[config.mk]
export PLATFORM = sky130hd
export DESIGN_NAME = mmir_back
export DESIGN_NICKNAME = d
export VERILOG_FILES = /design/src/hw/rtl/mmir_pkg.sv /design/src/hw/rtl/mmir_back.sv
export SDC_FILE = /design/constraint.sdc
export NUM_CORES = 1
export LEC_CHECK = 0
export BUFFER_PORTS_ARGS = -buffer_cell sky130_fd_sc_hd__buf_2
export CORE_MARGIN = 2
export CORE_UTILIZATION = 24
export CTS_CLUSTER_SIZE = 30
export DETAILED_ROUTE_END_ITERATION = 6
export PLACE_DENSITY = 0.44
export SLEW_MARGIN = 20
export SYNTH_ARGS = -nofsm -noshare
export SYNTH_HDL_FRONTEND = slang
export SYNTH_SLANG_ARGS = --single-unit
[constraint.sdc]
create_clock -name aclk -period 9.8 [get_ports aclk]
set_input_delay 0 -clock aclk [delete_from_list [all_inputs] [get_ports aclk]]
set_output_delay 0 -clock aclk [all_outputs]
set_load 0.01 [all_outputs]
[src/hw/rtl/mmir_pkg.sv]
// Shared constants and types for the minmod interface reconstruction block.
`timescale 1ns / 1ps
`default_nettype none

package mmir_pkg;

    // Row length configuration register.
    localparam int ROW_LEN_W = 11;
    localparam logic [ROW_LEN_W-1:0] ROW_LEN_RESET = 11'd1024;

    // Defaults for the top-level parameters.
    localparam int DEF_MAX_COLUMNS = 1024;
    localparam int DEF_SAMPLE_BITS = 32;

    // Row counter saturates once two complete rows sit in the line store.
    localparam int ROWS_W = 2;
    localparam logic [ROWS_W-1:0] ROWS_FULL = 2'd2;

    // Queue between the front and the back end.
    localparam int QUEUE_DEPTH = 4;
    localparam int QPTR_W = 2;
    localparam int QCNT_W = 3;

    typedef struct packed {
        logic [QCNT_W-1:0] level;
        logic              empty;
    } q_status_t;

endpackage

`default_nettype wire

[src/hw/rtl/mmir_back.sv]
// Back end: minmod limiting, half step, saturation and the output register.
`timescale 1ns / 1ps
`default_nettype none

module mmir_back #(
    parameter int SAMPLE_BITS = mmir_pkg::DEF_SAMPLE_BITS,
    parameter int ENTRY_W     = 5 * SAMPLE_BITS + 5,
    parameter int OUT_TDATA_W = 32
) (
    input  wire logic                aclk,
    input  wire logic                aresetn,
    input  wire logic [ENTRY_W-1:0]  head_data,
    input  wire mmir_pkg::q_status_t q_status,
    output logic                     pop,
    output logic                     m_tvalid,
    input  wire logic                m_tready,
    output logic [OUT_TDATA_W-1:0]   m_tdata,
    output logic                     m_tlast
);

    localparam int W      = SAMPLE_BITS;
    localparam int DIFF_W = W + 1;
    localparam int SUM_W  = W + 2;
    localparam int DLT_W  = W + 3;
    localparam int RES_W  = W + 4;

    // Same-sign operands compare correctly as unsigned words.
    function automatic logic [SUM_W-1:0] minmod(input logic [SUM_W-1:0] a,
                                                input logic [SUM_W-1:0] b);
        logic [SUM_W-1:0] r;
        if (a[SUM_W-1] != b[SUM_W-1]) begin
            r = '0;
        end else if (!a[SUM_W-1]) begin
            r = (a < b) ? a : b;
        end else begin
            r = (a > b) ? a : b;
        end
        return r;
    endfunction

    logic [DIFF_W-1:0] in_dz2;
    logic [DIFF_W-1:0] in_dh2;
    logic [DIFF_W-1:0] in_dz1;
    logic [DIFF_W-1:0] in_dh1;
    logic [W-1:0]      in_zc;
    logic              in_last;
    logic              adv;

    logic              b1_valid_reg;
    logic              b1_last_reg;
    logic [W-1:0]      b1_zc_reg;
    logic [SUM_W-1:0]  b1_sum1_reg;
    logic [SUM_W-1:0]  b1_sum2_reg;
    logic [SUM_W-1:0]  b1_dh1_reg;
    logic [SUM_W-1:0]  b1_dh2_reg;

    logic              b2_valid_reg;
    logic              b2_last_reg;
    logic [W-1:0]      b2_zc_reg;
    logic [SUM_W-1:0]  b2_mm_sum_reg;
    logic [SUM_W-1:0]  b2_mm_dep_reg;

    logic              b3_valid_reg;
    logic              b3_last_reg;
    logic [W-1:0]      b3_zc_reg;
    logic [DLT_W-1:0]  b3_delta_reg;

    logic              out_valid_reg;
    logic              out_last_reg;
    logic [W-1:0]      out_level_reg;

    logic [DLT_W-1:0]  half_delta;
    logic [RES_W-1:0]  total;
    logic [W-1:0]      level_sat;

    assign in_dz2  = head_data[DIFF_W-1:0];
    assign in_dh2  = head_data[2*DIFF_W-1:DIFF_W];
    assign in_dz1  = head_data[3*DIFF_W-1:2*DIFF_W];
    assign in_dh1  = head_data[4*DIFF_W-1:3*DIFF_W];
    assign in_zc   = head_data[4*DIFF_W+W-1:4*DIFF_W];
    assign in_last = head_data[4*DIFF_W+W];

    // The whole back end moves together whenever the output register can load.
    assign adv = !out_valid_reg || m_tready;
    assign pop = adv && !q_status.empty;

    always_ff @(posedge aclk) begin
        if (!aresetn) begin
            b1_valid_reg  <= 1'b0;
            b2_valid_reg  <= 1'b0;
            b3_valid_reg  <= 1'b0;
            out_valid_reg <= 1'b0;
        end else if (adv) begin
            b1_valid_reg  <= pop;
            b2_valid_reg  <= b1_valid_reg;
            b3_valid_reg  <= b2_valid_reg;
            out_valid_reg <= b3_valid_reg;
        end
    end

    always_comb begin
        half_delta = {b3_delta_reg[DLT_W-1], b3_delta_reg[DLT_W-1:1]};
        total      = {{4{b3_zc_reg[W-1]}}, b3_zc_reg} + {half_delta[DLT_W-1], half_delta};
        if ((&total[RES_W-1:W-1]) || !(|total[RES_W-1:W-1])) begin
            level_sat = total[W-1:0];
        end else if (total[RES_W-1]) begin
            level_sat = {1'b1, {(W-1){1'b0}}};
        end else begin
            level_sat = {1'b0, {(W-1){1'b1}}};
        end
    end

    always_ff @(posedge aclk) begin
        if (adv) begin
            b1_last_reg <= in_last;
            b1_zc_reg   <= in_zc;
            b1_sum1_reg <= {in_dz1[DIFF_W-1], in_dz1} + {in_dh1[DIFF_W-1], in_dh1};
            b1_sum2_reg <= {in_dz2[DIFF_W-1], in_dz2} + {in_dh2[DIFF_W-1], in_dh2};
            b1_dh1_reg  <= {in_dh1[DIFF_W-1], in_dh1};
            b1_dh2_reg  <= {in_dh2[DIFF_W-1], in_dh2};

            b2_last_reg   <= b1_last_reg;
            b2_zc_reg     <= b1_zc_reg;
            b2_mm_sum_reg <= minmod(b1_sum1_reg, b1_sum2_reg);
            b2_mm_dep_reg <= minmod(b1_dh1_reg, b1_dh2_reg);

            b3_last_reg  <= b2_last_reg;
            b3_zc_reg    <= b2_zc_reg;
            b3_delta_reg <= {b2_mm_sum_reg[SUM_W-1], b2_mm_sum_reg}
                            - {b2_mm_dep_reg[SUM_W-1], b2_mm_dep_reg};

            out_last_reg  <= b3_last_reg;
            out_level_reg <= level_sat;
        end
    end

    assign m_tvalid = out_valid_reg;
    assign m_tlast  = out_last_reg;
    assign m_tdata  = OUT_TDATA_W'(out_level_reg);

endmodule

`default_nettype wire

==> impl_metrics.ini <==
[status]
status = completed

[power_and_ir_drop]
power_density_mw_per_mm2 = 249
p_leak_uw = 0.0116
peakVddDrop_mv = 0.122

[synth]
synth_edf_count = 367
ys_ff_latch = 371
ys_types = 70
synth_flop_cell = edfxtp_1
yosysWarningCount = 0
postSynthAreaPerCell_sq_um = 11.0
syn_inst = 1997
synth.cell_area_sq_mm = 0.0220
synth.net_count = 2373
synthArstFlopShare = 0
ys_seq_area_frac = 0.505

[place]
port_buffers = 203
place_area_sq_mm = 0.0244
dp_hpwl_microns = 45500
gp_congestion = 0.870

[detailed_routing]
first_pass_iters = 5
via_per_inst = 4.56
drt-wirelength-per-cell_microns = 17.0
post-route-drc-count = 0
vias = 16300
drtIter0Drc = 945
ant_nets = 0
wirelength_microns = 60800

[layout]
final_common_cell = edfxtp_1
drive_gt1_frac = 0.126
syn_to_final_growth_pct = 24.7
final_nets = 2732
final_cell_mix = edfxtp_1, buf_2, ha_1, nand2_1, dlygate4sd3_1
stdcell_area_sq_mm = 0.0274
diodes = 0

[grt]
overflow = 0
grt_max_degree = 178
grtUsageTotal = 0.127
grt_antenna_before_repair = 0
grt_pass1_wl_microns = 93200
first_global_vias = 16500

[setup_path]
cp_max_fo = 67
cp_data_arrival_time_ns = 4.46
cp-end-kind = register
path_class = register to register
worstPathRequired_ns = 10.19
startpoint_type = register

[clocking]
post_cts_resized = 0
clock_latency_ns = 0.60
root_buffer = clkbuf_16
clock_path_buffers = 3
cts_buffers = 47
htreeDepth = 2
cts_tree = yes
numClockSinks = 371
clkSlewWorstSetupHoldPaths_ns = 0.06

[sta]
min_period_ns = 4.07
tns_ns = 0
finalHoldViolCount = 0
slew-limit-headroom = 0.337
worst_clock_skew_ns = 0.0352
max_freq_ghz = 0.246
period_share = 0.415
drv_slew = 0
rsz0062_at_grt = no
setup_viol = 0
worst_pin_slew_ns = 0.995

[floorplanning]
die_width_microns = 307
top_level_ports = 207
die_h_microns = 307
initial_core_util = 0.241
die_area_sq_mm = 0.0940
core-area_sq_mm = 0.0912
rows = 111

[run]
maxCapViolations = 0

[worst_hold_path]
holdCritPathClass = input port to register
## worst paths after layout
check             slack [ns]           start  cells after the start                end
setup / recovery        5.73  b1_dh1_reg[32]                     10  b2_mm_dep_reg[13]
hold / removal          0.03   head_data[32]                      4    b1_sum2_reg[33]
setup reg to reg        5.73  b1_dh1_reg[32]                     10  b2_mm_dep_reg[13]
hold reg to reg         0.41   b2_zc_reg[30]                      0      b3_zc_reg[30]
## per-layer routing
layer / part of all wire / wire [microns] / vias to the layer above / global-route usage
met5: 0 / 0 / - / 0
met4: 0.023 / 1400 / 0 / 0.0355
met3: 0.036 / 2200 / 85 / 0.0173
met2: 0.47 / 28600 / 329 / 0.216
met1: 0.47 / 28600 / 7695 / 0.167
li1: - / - / 8194 / -
## power breakdown
part / leakage, uW / switching (uW) / total, uW / internal (uW)
clock: 0.000705 / 712 / 1650 / 938
combinational: 0.00693 / 1630 / 2760 / 1130
sequential: 0.00393 / 179 / 2410 / 2230
## worst max-delay path: stages, from the launching register on
cell	delay, ns
edfxtp_1	0.42
ha_2	0.33
buf_4	0.52
and4_1	0.29
nand4_1	0.22
nor3_1	0.32
o21ai_0	0.25
o211ai_1	0.28
mux2i_4	0.29
buf_4	0.51
mux2i_1	0.39
## synthesized netlist by cell type, types with 36 or more instances
cell type,instances,area (sq um)
o21ai_0,64,320
xor2_1,37,324
clkbuf_1,51,191
nand2_1,174,653
edfxtp_1,367,11000
nand3_1,83,415
ha_1,200,2500
xnor2_1,64,561
a21o_1,107,803
inv_1,155,582
a21oi_1,126,631
nor3b_1,37,278
or3_1,36,225
nor2_1,71,267
## layout make-up
type	instances	area [sq um]
inverter	155	589
clock buffer	56	1210
multi-input combinational	1406	10100
sequential	371	11100
tap	1186	1480
clock inverter	30	228
fill	9273	63800
timing repair buffer	375	2720
## what timing repair did
item / CTS / global route
buffers inserted: 0 / 0
hold buffers: 159 / 0
hold endpoints to repair: 155 / 0
## kinds of logic (layout without fill, tap and decap cells)
group	count (synthesis)	after routing	share of synthesized area
XOR/XNOR	101	101	0.0402
multiplexers	34	34	0.0155
buffers and inverters	220	616	0.0384
adder cells (fa/ha/maj)	204	204	0.117
AO/OA/AOI/OAI	484	484	0.144
AND/OR/NAND/NOR	583	583	0.140
flip-flops	371	371	0.505
## per-stage QoR
step | hold slack [ns] | setup WS, ns | util | cells | power [uW]
after floorplan | 0.0546 | 1.46 | - | 1997 | 4370
after global placement | 0.178 | 5.55 | 0.267 | 3333 | 5140
after detailed placement | 0.179 | 5.61 | 0.267 | 3334 | 5180
after CTS | 0.00101 | 5.59 | 0.300 | 3579 | 6940
after global routing | 0.0504 | 5.35 | 0.300 | 3579 | 7350
final | 0.0329 | 5.73 | 0.300 | 3579 | 6830
Power figures use the tool's default switching activity.
